===== src/rtl/hpq_pkg.sv =====
`timescale 1ns / 1ps
// ----------------------------------------------------------------------------
// hpq_pkg
// Shared types and constants for the binary min-heap priority queue.
// ----------------------------------------------------------------------------
package hpq_pkg;

   localparam int CAPACITY_DEF  = 256;
   localparam int KEY_WIDTH_DEF = 16;

   typedef enum logic [1:0] {
      OP_INSERT = 2'd0,
      OP_DELMIN = 2'd1,
      OP_DELPOS = 2'd2,
      OP_NOP    = 2'd3
   } op_type;

   typedef enum logic [1:0] {
      ST_OK     = 2'd0,
      ST_EMPTY  = 2'd1,
      ST_FULL   = 2'd2,
      ST_BADPOS = 2'd3
   } status_type;

   // RAM read address select
   typedef enum logic [2:0] {
      RD_NONE,
      RD_POS,
      RD_LAST,
      RD_PARENT,
      RD_LEFT,
      RD_RIGHT
   } rd_sel_type;

   typedef struct packed {
      logic       clear_gone;
      logic       accept_insert;
      logic       accept_delete;
      rd_sel_type rd_sel;
      logic       cap_gone;
      logic       cap_last;
      logic       cap_left;
      logic       cap_right;
      logic       move_parent;
      logic       move_child;
      logic       write_key;
      logic       respond;
      status_type status;
   } cmd_type;

   typedef struct packed {
      logic full;
      logic empty;
      logic bad_pos;
      logic at_root;
      logic pos_is_last;
      logic has_child;
      logic has_right;
      logic key_lt_rdata;
      logic child_lt_key;
   } stat_type;

endpackage


===== src/rtl/hpq_ram.sv =====
`timescale 1ns / 1ps
// ----------------------------------------------------------------------------
// hpq_ram
// Generic simple dual-port RAM: one write port, one registered read port.
// ----------------------------------------------------------------------------
module hpq_ram #(
   parameter int WIDTH = 16,
   parameter int DEPTH = 256
) (
   input  logic                     clock,
   input  logic                     wr_en,
   input  logic [$clog2(DEPTH)-1:0] wr_addr,
   input  logic [WIDTH-1:0]         wr_data,
   input  logic [$clog2(DEPTH)-1:0] rd_addr,
   output logic [WIDTH-1:0]         rd_data
);

   logic [WIDTH-1:0] mem [DEPTH];

   always_ff @(posedge clock) begin
      if (wr_en) begin
         mem[wr_addr] <= wr_data;
      end
      rd_data <= mem[rd_addr];
   end

endmodule


===== src/rtl/hpq_datapath.sv =====
`timescale 1ns / 1ps
// ----------------------------------------------------------------------------
// hpq_datapath
// Heap store, count, walk position, moving key and result registers.
// ----------------------------------------------------------------------------
module hpq_datapath
   import hpq_pkg::*;
#(
   parameter int CAPACITY  = CAPACITY_DEF,
   parameter int KEY_WIDTH = KEY_WIDTH_DEF,
   parameter int CNT_W     = $clog2(CAPACITY + 1)
) (
   input  logic                        clock,
   input  logic                        reset,
   input  logic [1:0]                  req_operation,
   input  logic signed [KEY_WIDTH-1:0] req_value,
   input  logic [CNT_W-1:0]            req_position,
   input  cmd_type                     cmd,
   output stat_type                    stat,
   output logic                        rsp_valid,
   output logic signed [KEY_WIDTH-1:0] rsp_removed_value,
   output logic signed [KEY_WIDTH-1:0] rsp_min_value,
   output logic [CNT_W-1:0]            rsp_count,
   output logic [1:0]                  rsp_status
);

   localparam int AW = $clog2(CAPACITY);

   logic [CNT_W-1:0]            cnt_ff, cnt_in;
   logic [CNT_W-1:0]            pos_ff, pos_in;
   logic [CNT_W-1:0]            child_idx_ff, child_idx_in;
   logic signed [KEY_WIDTH-1:0] key_ff, key_in;
   logic signed [KEY_WIDTH-1:0] child_val_ff, child_val_in;
   logic signed [KEY_WIDTH-1:0] gone_ff, gone_in;
   logic signed [KEY_WIDTH-1:0] root_ff, root_in;
   logic                        rsp_valid_ff;
   logic signed [KEY_WIDTH-1:0] rsp_removed_ff, rsp_min_ff;
   logic [CNT_W-1:0]            rsp_count_ff;
   logic [1:0]                  rsp_status_ff;

   logic [CNT_W:0]              left_pos, right_pos, parent_pos, rd_pos;
   logic                        wr_en;
   logic [AW-1:0]               wr_addr, rd_addr;
   logic signed [KEY_WIDTH-1:0] wr_data, rdata;

   assign left_pos   = {pos_ff, 1'b0};
   assign right_pos  = {pos_ff, 1'b1};
   assign parent_pos = {2'b00, pos_ff[CNT_W-1:1]};

   // 1-based heap position to RAM address
   always_comb begin
      case (cmd.rd_sel)
         RD_POS:    rd_pos = {1'b0, pos_ff};
         RD_LAST:   rd_pos = {1'b0, cnt_ff};
         RD_PARENT: rd_pos = parent_pos;
         RD_LEFT:   rd_pos = left_pos;
         RD_RIGHT:  rd_pos = right_pos;
         default:   rd_pos = {1'b0, pos_ff};
      endcase
   end

   assign rd_addr = AW'(rd_pos - (CNT_W + 1)'(1));
   assign wr_addr = AW'(pos_ff - CNT_W'(1));
   assign wr_en   = cmd.move_parent | cmd.move_child | cmd.write_key;

   always_comb begin
      if (cmd.move_parent) begin
         wr_data = rdata;
      end else if (cmd.move_child) begin
         wr_data = child_val_ff;
      end else begin
         wr_data = key_ff;
      end
   end

   hpq_ram #(
      .WIDTH(KEY_WIDTH),
      .DEPTH(CAPACITY)
   ) u_store (
      .clock  (clock),
      .wr_en  (wr_en),
      .wr_addr(wr_addr),
      .wr_data(wr_data),
      .rd_addr(rd_addr),
      .rd_data(rdata)
   );

   // status toward the controller
   always_comb begin
      stat.full         = (cnt_ff == CNT_W'(CAPACITY));
      stat.empty        = (cnt_ff == '0);
      stat.bad_pos      = (req_position == '0) || (req_position > cnt_ff);
      stat.at_root      = (pos_ff == CNT_W'(1));
      stat.pos_is_last  = (pos_ff == cnt_ff);
      stat.has_child    = (left_pos <= {1'b0, cnt_ff});
      stat.has_right    = (right_pos <= {1'b0, cnt_ff});
      stat.key_lt_rdata = (key_ff < rdata);
      stat.child_lt_key = (child_val_ff < key_ff);
   end

   always_comb begin
      cnt_in       = cnt_ff;
      pos_in       = pos_ff;
      key_in       = key_ff;
      child_idx_in = child_idx_ff;
      child_val_in = child_val_ff;
      gone_in      = gone_ff;
      root_in      = root_ff;

      if (cmd.clear_gone) begin
         gone_in = '0;
      end
      if (cmd.accept_insert) begin
         cnt_in = cnt_ff + CNT_W'(1);
         pos_in = cnt_ff + CNT_W'(1);
         key_in = req_value;
      end
      if (cmd.accept_delete) begin
         pos_in = (op_type'(req_operation) == OP_DELMIN) ? CNT_W'(1) : req_position;
      end
      if (cmd.cap_gone) begin
         gone_in = rdata;
      end
      if (cmd.cap_last) begin
         key_in = rdata;
         cnt_in = cnt_ff - CNT_W'(1);
      end
      if (cmd.cap_left) begin
         child_val_in = rdata;
         child_idx_in = CNT_W'(left_pos);
      end
      if (cmd.cap_right && (rdata < child_val_ff)) begin
         child_val_in = rdata;
         child_idx_in = CNT_W'(right_pos);
      end
      if (cmd.move_parent) begin
         pos_in = CNT_W'(parent_pos);
      end
      if (cmd.move_child) begin
         pos_in = child_idx_ff;
      end
      // shadow copy of the root for the min report
      if (wr_en && (wr_addr == '0)) begin
         root_in = wr_data;
      end
   end

   always_ff @(posedge clock) begin
      if (reset) begin
         cnt_ff       <= '0;
         rsp_valid_ff <= 1'b0;
      end else begin
         cnt_ff       <= cnt_in;
         rsp_valid_ff <= cmd.respond;
      end
      pos_ff       <= pos_in;
      key_ff       <= key_in;
      child_idx_ff <= child_idx_in;
      child_val_ff <= child_val_in;
      gone_ff      <= gone_in;
      root_ff      <= root_in;
      if (cmd.respond) begin
         rsp_removed_ff <= gone_ff;
         rsp_min_ff     <= (cnt_ff != '0) ? root_ff : '0;
         rsp_count_ff   <= cnt_ff;
         rsp_status_ff  <= cmd.status;
      end
   end

   assign rsp_valid         = rsp_valid_ff;
   assign rsp_removed_value = rsp_removed_ff;
   assign rsp_min_value     = rsp_min_ff;
   assign rsp_count         = rsp_count_ff;
   assign rsp_status        = rsp_status_ff;

   a_cnt_range: assert property (@(posedge clock) disable iff (reset)
      cnt_ff <= CNT_W'(CAPACITY))
      else $error("key count above capacity");

   a_one_write: assert property (@(posedge clock) disable iff (reset)
      $onehot0({cmd.move_parent, cmd.move_child, cmd.write_key}))
      else $error("conflicting heap store writes");

   a_fail_no_removal: assert property (@(posedge clock) disable iff (reset)
      (rsp_valid_ff && (status_type'(rsp_status_ff) != ST_OK)) |-> (rsp_removed_ff == '0))
      else $error("failed transaction reports a removed key");

   a_empty_min: assert property (@(posedge clock) disable iff (reset)
      (rsp_valid_ff && (rsp_count_ff == '0)) |-> (rsp_min_ff == '0))
      else $error("empty heap reports a nonzero minimum");

endmodule


===== src/rtl/hpq_ctrl.sv =====
`timescale 1ns / 1ps
// ----------------------------------------------------------------------------
// hpq_ctrl
// Sequencer for insert / delete with sift-up and sift-down walks.
// ----------------------------------------------------------------------------
module hpq_ctrl
   import hpq_pkg::*;
(
   input  logic       clock,
   input  logic       reset,
   input  logic       start,
   input  logic [1:0] req_operation,
   input  stat_type   stat,
   output logic       busy,
   output cmd_type    cmd
);

   typedef enum logic [3:0] {
      S_IDLE,
      S_UP_CHECK,
      S_UP_CMP,
      S_DEL_RD,
      S_DEL_LAST,
      S_DEL_GOT,
      S_DEL_PCMP,
      S_DN_CHECK,
      S_DN_LEFT,
      S_DN_RIGHT,
      S_DN_CMP,
      S_DONE
   } state_type;

   state_type  state_ff, state_in;
   status_type status_ff, status_in;
   logic       busy_ff, busy_in;

   always_comb begin
      state_in  = state_ff;
      status_in = status_ff;
      cmd       = '0;
      cmd.rd_sel = RD_NONE;
      cmd.status = status_ff;

      case (state_ff)
         S_IDLE: begin
            if (start) begin
               cmd.clear_gone = 1'b1;
               status_in      = ST_OK;
               state_in       = S_DONE;
               case (op_type'(req_operation))
                  OP_INSERT: begin
                     if (stat.full) begin
                        status_in = ST_FULL;
                     end else begin
                        cmd.accept_insert = 1'b1;
                        state_in          = S_UP_CHECK;
                     end
                  end
                  OP_DELMIN: begin
                     if (stat.empty) begin
                        status_in = ST_EMPTY;
                     end else begin
                        cmd.accept_delete = 1'b1;
                        state_in          = S_DEL_RD;
                     end
                  end
                  OP_DELPOS: begin
                     if (stat.empty) begin
                        status_in = ST_EMPTY;
                     end else if (stat.bad_pos) begin
                        status_in = ST_BADPOS;
                     end else begin
                        cmd.accept_delete = 1'b1;
                        state_in          = S_DEL_RD;
                     end
                  end
                  default: ;
               endcase
            end
         end
         S_UP_CHECK: begin
            if (stat.at_root) begin
               cmd.write_key = 1'b1;
               state_in      = S_DONE;
            end else begin
               cmd.rd_sel = RD_PARENT;
               state_in   = S_UP_CMP;
            end
         end
         S_UP_CMP: begin
            if (stat.key_lt_rdata) begin
               cmd.move_parent = 1'b1;
               state_in        = S_UP_CHECK;
            end else begin
               cmd.write_key = 1'b1;
               state_in      = S_DONE;
            end
         end
         S_DEL_RD: begin
            cmd.rd_sel = RD_POS;
            state_in   = S_DEL_LAST;
         end
         S_DEL_LAST: begin
            cmd.rd_sel   = RD_LAST;
            cmd.cap_gone = 1'b1;
            state_in     = S_DEL_GOT;
         end
         S_DEL_GOT: begin
            cmd.cap_last = 1'b1;
            // removing the last key needs no refill
            if (stat.pos_is_last) begin
               state_in = S_DONE;
            end else if (stat.at_root) begin
               state_in = S_DN_CHECK;
            end else begin
               cmd.rd_sel = RD_PARENT;
               state_in   = S_DEL_PCMP;
            end
         end
         S_DEL_PCMP: begin
            if (stat.key_lt_rdata) begin
               cmd.move_parent = 1'b1;
               state_in        = S_UP_CHECK;
            end else begin
               state_in = S_DN_CHECK;
            end
         end
         S_DN_CHECK: begin
            if (!stat.has_child) begin
               cmd.write_key = 1'b1;
               state_in      = S_DONE;
            end else begin
               cmd.rd_sel = RD_LEFT;
               state_in   = S_DN_LEFT;
            end
         end
         S_DN_LEFT: begin
            cmd.cap_left = 1'b1;
            if (stat.has_right) begin
               cmd.rd_sel = RD_RIGHT;
               state_in   = S_DN_RIGHT;
            end else begin
               state_in = S_DN_CMP;
            end
         end
         S_DN_RIGHT: begin
            cmd.cap_right = 1'b1;
            state_in      = S_DN_CMP;
         end
         S_DN_CMP: begin
            if (stat.child_lt_key) begin
               cmd.move_child = 1'b1;
               state_in       = S_DN_CHECK;
            end else begin
               cmd.write_key = 1'b1;
               state_in      = S_DONE;
            end
         end
         S_DONE: begin
            cmd.respond = 1'b1;
            state_in    = S_IDLE;
         end
         default: begin
            state_in = S_IDLE;
         end
      endcase

      busy_in = (state_in != S_IDLE);
   end

   always_ff @(posedge clock) begin
      if (reset) begin
         state_ff  <= S_IDLE;
         status_ff <= ST_OK;
         busy_ff   <= 1'b0;
      end else begin
         state_ff  <= state_in;
         status_ff <= status_in;
         busy_ff   <= busy_in;
      end
   end

   assign busy = busy_ff;

   a_busy_state: assert property (@(posedge clock) disable iff (reset)
      busy_ff == (state_ff != S_IDLE))
      else $error("busy out of step with sequencer");

   a_accept_leaves_idle: assert property (@(posedge clock) disable iff (reset)
      (start && !busy_ff) |=> busy_ff)
      else $error("accepted transaction did not raise busy");

endmodule


===== src/rtl/binary_min_heap_priority_queue_top.sv =====
`timescale 1ns / 1ps
// ----------------------------------------------------------------------------
// binary_min_heap_priority_queue_top
// Binary min-heap priority queue: insert, delete-min, delete-at-position.
// ----------------------------------------------------------------------------
// One transaction at a time: a request is taken when start is high and busy
// is low, and its result appears on the rsp_ ports for one cycle with
// rsp_valid high; it must be captured then, since rsp_valid is not held.
// The time from the accepting edge to the cycle that carries rsp_valid is set
// by the heap walk through the single-read-port store: failed requests and
// operation 3 go straight to the response; insert reads and compares the parent
// at each level it climbs and writes the key where it stops; delete reads the
// removed key and the last key and ends there if the last key went, else it
// climbs like insert or walks down, reading the children of each node and
// moving the smaller child up, and writes the key where it stops.
// busy drops in the cycle that rsp_valid rises.
// ----------------------------------------------------------------------------
module binary_min_heap_priority_queue_top
   import hpq_pkg::*;
#(
   parameter int CAPACITY  = CAPACITY_DEF,
   parameter int KEY_WIDTH = KEY_WIDTH_DEF,
   parameter int CNT_W     = $clog2(CAPACITY + 1)
) (
   input  logic                        clock,
   input  logic                        reset,
   input  logic                        start,
   output logic                        busy,
   input  logic [1:0]                  req_operation,
   input  logic signed [KEY_WIDTH-1:0] req_value,
   input  logic [CNT_W-1:0]            req_position,
   output logic                        rsp_valid,
   output logic signed [KEY_WIDTH-1:0] rsp_removed_value,
   output logic signed [KEY_WIDTH-1:0] rsp_min_value,
   output logic [CNT_W-1:0]            rsp_count,
   output logic [1:0]                  rsp_status
);

   cmd_type  cmd;
   stat_type stat;

   hpq_ctrl u_ctrl (
      .clock        (clock),
      .reset        (reset),
      .start        (start),
      .req_operation(req_operation),
      .stat         (stat),
      .busy         (busy),
      .cmd          (cmd)
   );

   hpq_datapath #(
      .CAPACITY (CAPACITY),
      .KEY_WIDTH(KEY_WIDTH),
      .CNT_W    (CNT_W)
   ) u_datapath (
      .clock            (clock),
      .reset            (reset),
      .req_operation    (req_operation),
      .req_value        (req_value),
      .req_position     (req_position),
      .cmd              (cmd),
      .stat             (stat),
      .rsp_valid        (rsp_valid),
      .rsp_removed_value(rsp_removed_value),
      .rsp_min_value    (rsp_min_value),
      .rsp_count        (rsp_count),
      .rsp_status       (rsp_status)
   );

endmodule


===== config.mk =====
export PLATFORM = sky130hd
export DESIGN_NAME = binary_min_heap_priority_queue_top
export DESIGN_NICKNAME = d
export VERILOG_FILES = /design/src/rtl/hpq_pkg.sv /design/src/rtl/hpq_ram.sv /design/src/rtl/hpq_datapath.sv /design/src/rtl/hpq_ctrl.sv /design/src/rtl/binary_min_heap_priority_queue_top.sv
export SDC_FILE = /design/constraint.sdc
export NUM_CORES = 2
export LEC_CHECK = 0
export BUFFER_PORTS_ARGS = -buffer_cell sky130_fd_sc_hd__buf_2
export CAP_MARGIN = 15
export CORE_MARGIN = 1
export CORE_UTILIZATION = 52
export DETAILED_ROUTE_END_ITERATION = 6
export HOLD_SLACK_MARGIN = 0.1
export PLACE_DENSITY = 0.67
export SLEW_MARGIN = 30
export SYNTH_ARGS = -nofsm -noshare
export SYNTH_HDL_FRONTEND = slang
export SYNTH_SLANG_ARGS = --single-unit

===== constraint.sdc =====
create_clock -name clock -period 15.8 [get_ports clock]
set_input_delay 0.79 -clock clock [delete_from_list [all_inputs] [get_ports clock]]
set_output_delay 0.79 -clock clock [all_outputs]
set_load 0.05 [all_outputs]

==> results.md <==
* Status: completed
* I/O pin count at 75
* Worst Tran Pin Value at 1.36 ns
* Starting Density at 52.3%
* Power Density at 217 nW/um^2
* Startpoint types: flop
* CTS tree: yes
* Final Power at 41100 uW
* Port bufs at 74
* Most frequent cells after synthesis: 4204 x edfxtp_1, 1049 x nand2_1, 1024 x mux4_2
* Critical Path RT at 16.62 ns
* Synth area leaders: edfxtp_1 76%, mux4_2 14%, nand2_1 2.4%
* Clock Tree Buf Depth at 4
* Design area at 190000 sq um
* Place WS at 6.87 ns
* Synth top area share at 76.0%
* Cells after synthesis at 8441
* Synth Flop Type: edfxtp_1
* Period minus WS final at 8.71 ns
* Layout cells sized above 1 at 26.9%
* Grt ovf at 0
* Synthesized net count at 8541
* Die height at 567 um
* Hold_ws at 0.198 ns
* DRT antenna net count at 0
* Reg clk slew, reported paths at 0.07 ns
* Distinct cell type count after synthesis at 85
* Clock latency on the worst-skew pair at 0.97 ns
* Most numerous cell in the Yosys netlist: edfxtp_1
* Initial antenna violation count at 11
* DRT iter0 DRCs at 11700
* Root Driver: clkbuf_16
* Fin. max-slew vios at 0
* Crit path largest cell delay at 0.84 ns
* Setup WS post-layout at 7.09 ns
* Slew HR at 9.46%
* Vias in the first global route at 85900
* RSZ-0062 raised after global routing: false
* Leak at 0.0601 uW
* Vias per cell at 6.54
* HP Class: in2reg
* Nets@finish at 8943
* Vias at 87500
* # Max-Cap Violations at 0
* Setup violators final at 0
* Number of fill cells in the layout at 22200
* Post-synth ARST share at 0%
* Yosys top cell by area: edfxtp_1
* Fin. Hold Viols at 0
* WS Path Type: reg2reg
* Drt first pass iters at 6
* Critical-path top delay cell: edfxtp_1
* Average wire per cell in the routed design at 33.2 um
* H-tree depth at 5
* Cell row count at 207
* Yosys reg bits at 4238
* Die ar. at 322000 sq um
* Clock buffer count from CTS at 425
* Core Area at 318000 sq um
* Post-detail-place hpwl at 258000 um
* Total wire length at 445000 um
* Final period utilization at 55.1%
* Maximum VDD drop at 0.297 mV
* Worst path most repeated cell: buf_4
* Global-route wire length before repair at 636000 um
* Syn avg cell area at 19.7 sq um
* Worst-path cell chain: ha_1, a21oi_1, o221ai_1, o211ai_2, o2bb2ai_1, nand2_1, a311oi_4, buf_4, buf_4, buf_12, buf_4, buf_4, mux4_2, nand2_1, nand3_1, nand4_1, o22ai_1, or4_1
* Total GRT Usage at 27.5%
* Routability Congestion at 0.883
* Number of synthesized flops with an enable pin at 4204
* Syn. warnings at 0
* DR DRC count at 0
* Area Overhead vs Synth at 14.1%
* WP data arrival at 9.53 ns
* Max Fanout on Critical Path at 89
* Post-synthesis sequential area ratio at 76.4%
* Synth Cell Area at 166000 sq um
* Clock Skews at 0.0823 ns
* Setup tns final at 0 ns
* Post-CTS resize count at 0
* DIE WIDTH at 567 um
* Clk sink count at 4238
* Largest net degree at the start of global routing at 209
* Placed Area at 175000 sq um
* Fmax at 115 MHz
* Crit end category: flop
==> metrics by stage <==
| step | util, % | std cells |
|---|---|---|
| after global routing | 59.7 | 13400 |
| final | 59.7 | 13400 |
| after global placement | 55.0 | 12600 |
| after floorplan | - | 8441 |
| after detailed placement | 55.1 | 12600 |
| after CTS | 59.5 | 13400 |
==> timing repair <==
item                                    4_1_cts  5_1_grt
hold buffers                                 13        0
endpoints found under the hold margin        13        0
buffers inserted                              0        0
endpoints found under the setup margin        0        0
==> state kept, by name (all words and copies together), names as in the netlist, 15 cells and up <==
register,flops
u_datapath.u_store.mem,4081
u_datapath.child_val_ff,16
u_datapath.gone_ff,16
u_datapath.key_ff,16
u_datapath.rsp_min_value,16
u_datapath.rsp_removed_value,16
u_datapath.u_store.rd_data,16
u_datapath.root_ff,15
==> per-layer routing <==
layer / up-vias / track usage, % / share of wire, %
met5: - / 0 / 0.011
met4: 8 / 9.73 / 3.8
met3: 715 / 5.62 / 10
met2: 4827 / 42.4 / 47
met1: 46600 / 39.5 / 39
li1: 35300 / - / -
==> cells by family after synthesis <==
| group | after synthesis | share of synthesized area (%) |
|---|---|---|
| AND/OR/NAND/NOR | 2137 | 6.03 |
| adder cells (fa/ha/maj) | 70 | 0.527 |
| flip-flops | 4238 | 76.4 |
| AO/OA/AOI/OAI | 279 | 1.15 |
| buffers and inverters | 614 | 1.56 |
| XOR/XNOR | 28 | 0.157 |
| multiplexers | 1075 | 14.2 |
==> final timing paths <==
check / startpoint / endpoint / slack [ns] / cells past startpoint
setup / recovery: u_datapath.pos_ff[4]$_DFFE_PP_ / u_datapath.u_store.rd_data[6]$_DFF_P_ / 7.09 / 18
hold / removal: reset / u_datapath.cnt_ff[0]$_SDFFE_PP0P_ / 0.20 / 2
setup reg to reg: u_datapath.pos_ff[4]$_DFFE_PP_ / u_datapath.u_store.rd_data[6]$_DFF_P_ / 7.09 / 18
hold reg to reg: u_datapath.gone_ff[4]$_SDFFCE_PN0P_ / u_datapath.rsp_removed_value[4]$_DFFE_PP_ / 0.42 / 0
==> power breakdown <==
part,internal (uW),switching [uW],total [uW]
Clock,5880,4270,10100
Sequential,13500,223,13700
Combinational,5940,11300,17200
==> worst max-delay path: cells and delay by family, from the launching register on <==
kind	cells	cell delay [ns]
buffers and inverters	5	3.41
multiplexers	1	0.59
adder cells (fa/ha/maj)	1	0.39
flip-flops	1	0.84
AO/OA/AOI/OAI	6	1.61
AND/OR/NAND/NOR	5	1.44
==> cell usage in the layout (no fill, tap or decap), types with 13 or more instances in the layout <==
cell type,netlist,layout
a21oi_4,0,17
edfxtp_1,4204,4204
mux2i_1,50,50
nor3_2,3,26
clkinv_1,1,93
xnor2_1,24,22
a21o_1,27,27
nand2_1,1049,1039
nand2b_1,14,13
nor4_4,2,15
buf_2,176,74
dlygate4sd3_1,0,13
a32oi_1,34,34
nor4_2,0,212
o21ai_1,17,14
and2_1,33,32
dfxtp_1,34,34
buf_6,8,20
o21ai_0,49,49
inv_1,70,70
clkbuf_1,334,77
ha_1,70,69
clkinv_2,0,84
nand4_1,141,141
clkbuf_16,0,430
o22ai_1,41,39
mux4_2,1024,1024
buf_12,0,22
or4_1,17,17
nor2_1,69,66
buf_4,2,375
a21oi_1,45,27
nor4_1,244,19
clkinvlp_4,0,19
nor3_1,51,17
nand3_1,481,474
bufinv_16,0,52
==> area by class of cell <==
type / instances / area, sq um / share of cell area [%]
tap: 4180 / 5230 / 2.76
timing repair buffer: 515 / 4280 / 2.26
clock inverter: 272 / 2960 / 1.56
clock buffer: 512 / 11100 / 5.86
inverter: 74 / 278 / 0.147
sequential: 4238 / 127000 / 66.9
multi-input combinational: 3589 / 38800 / 20.5
antenna: 5 / 12.5 / 0.00660
(Power assumes the default switching activity.)
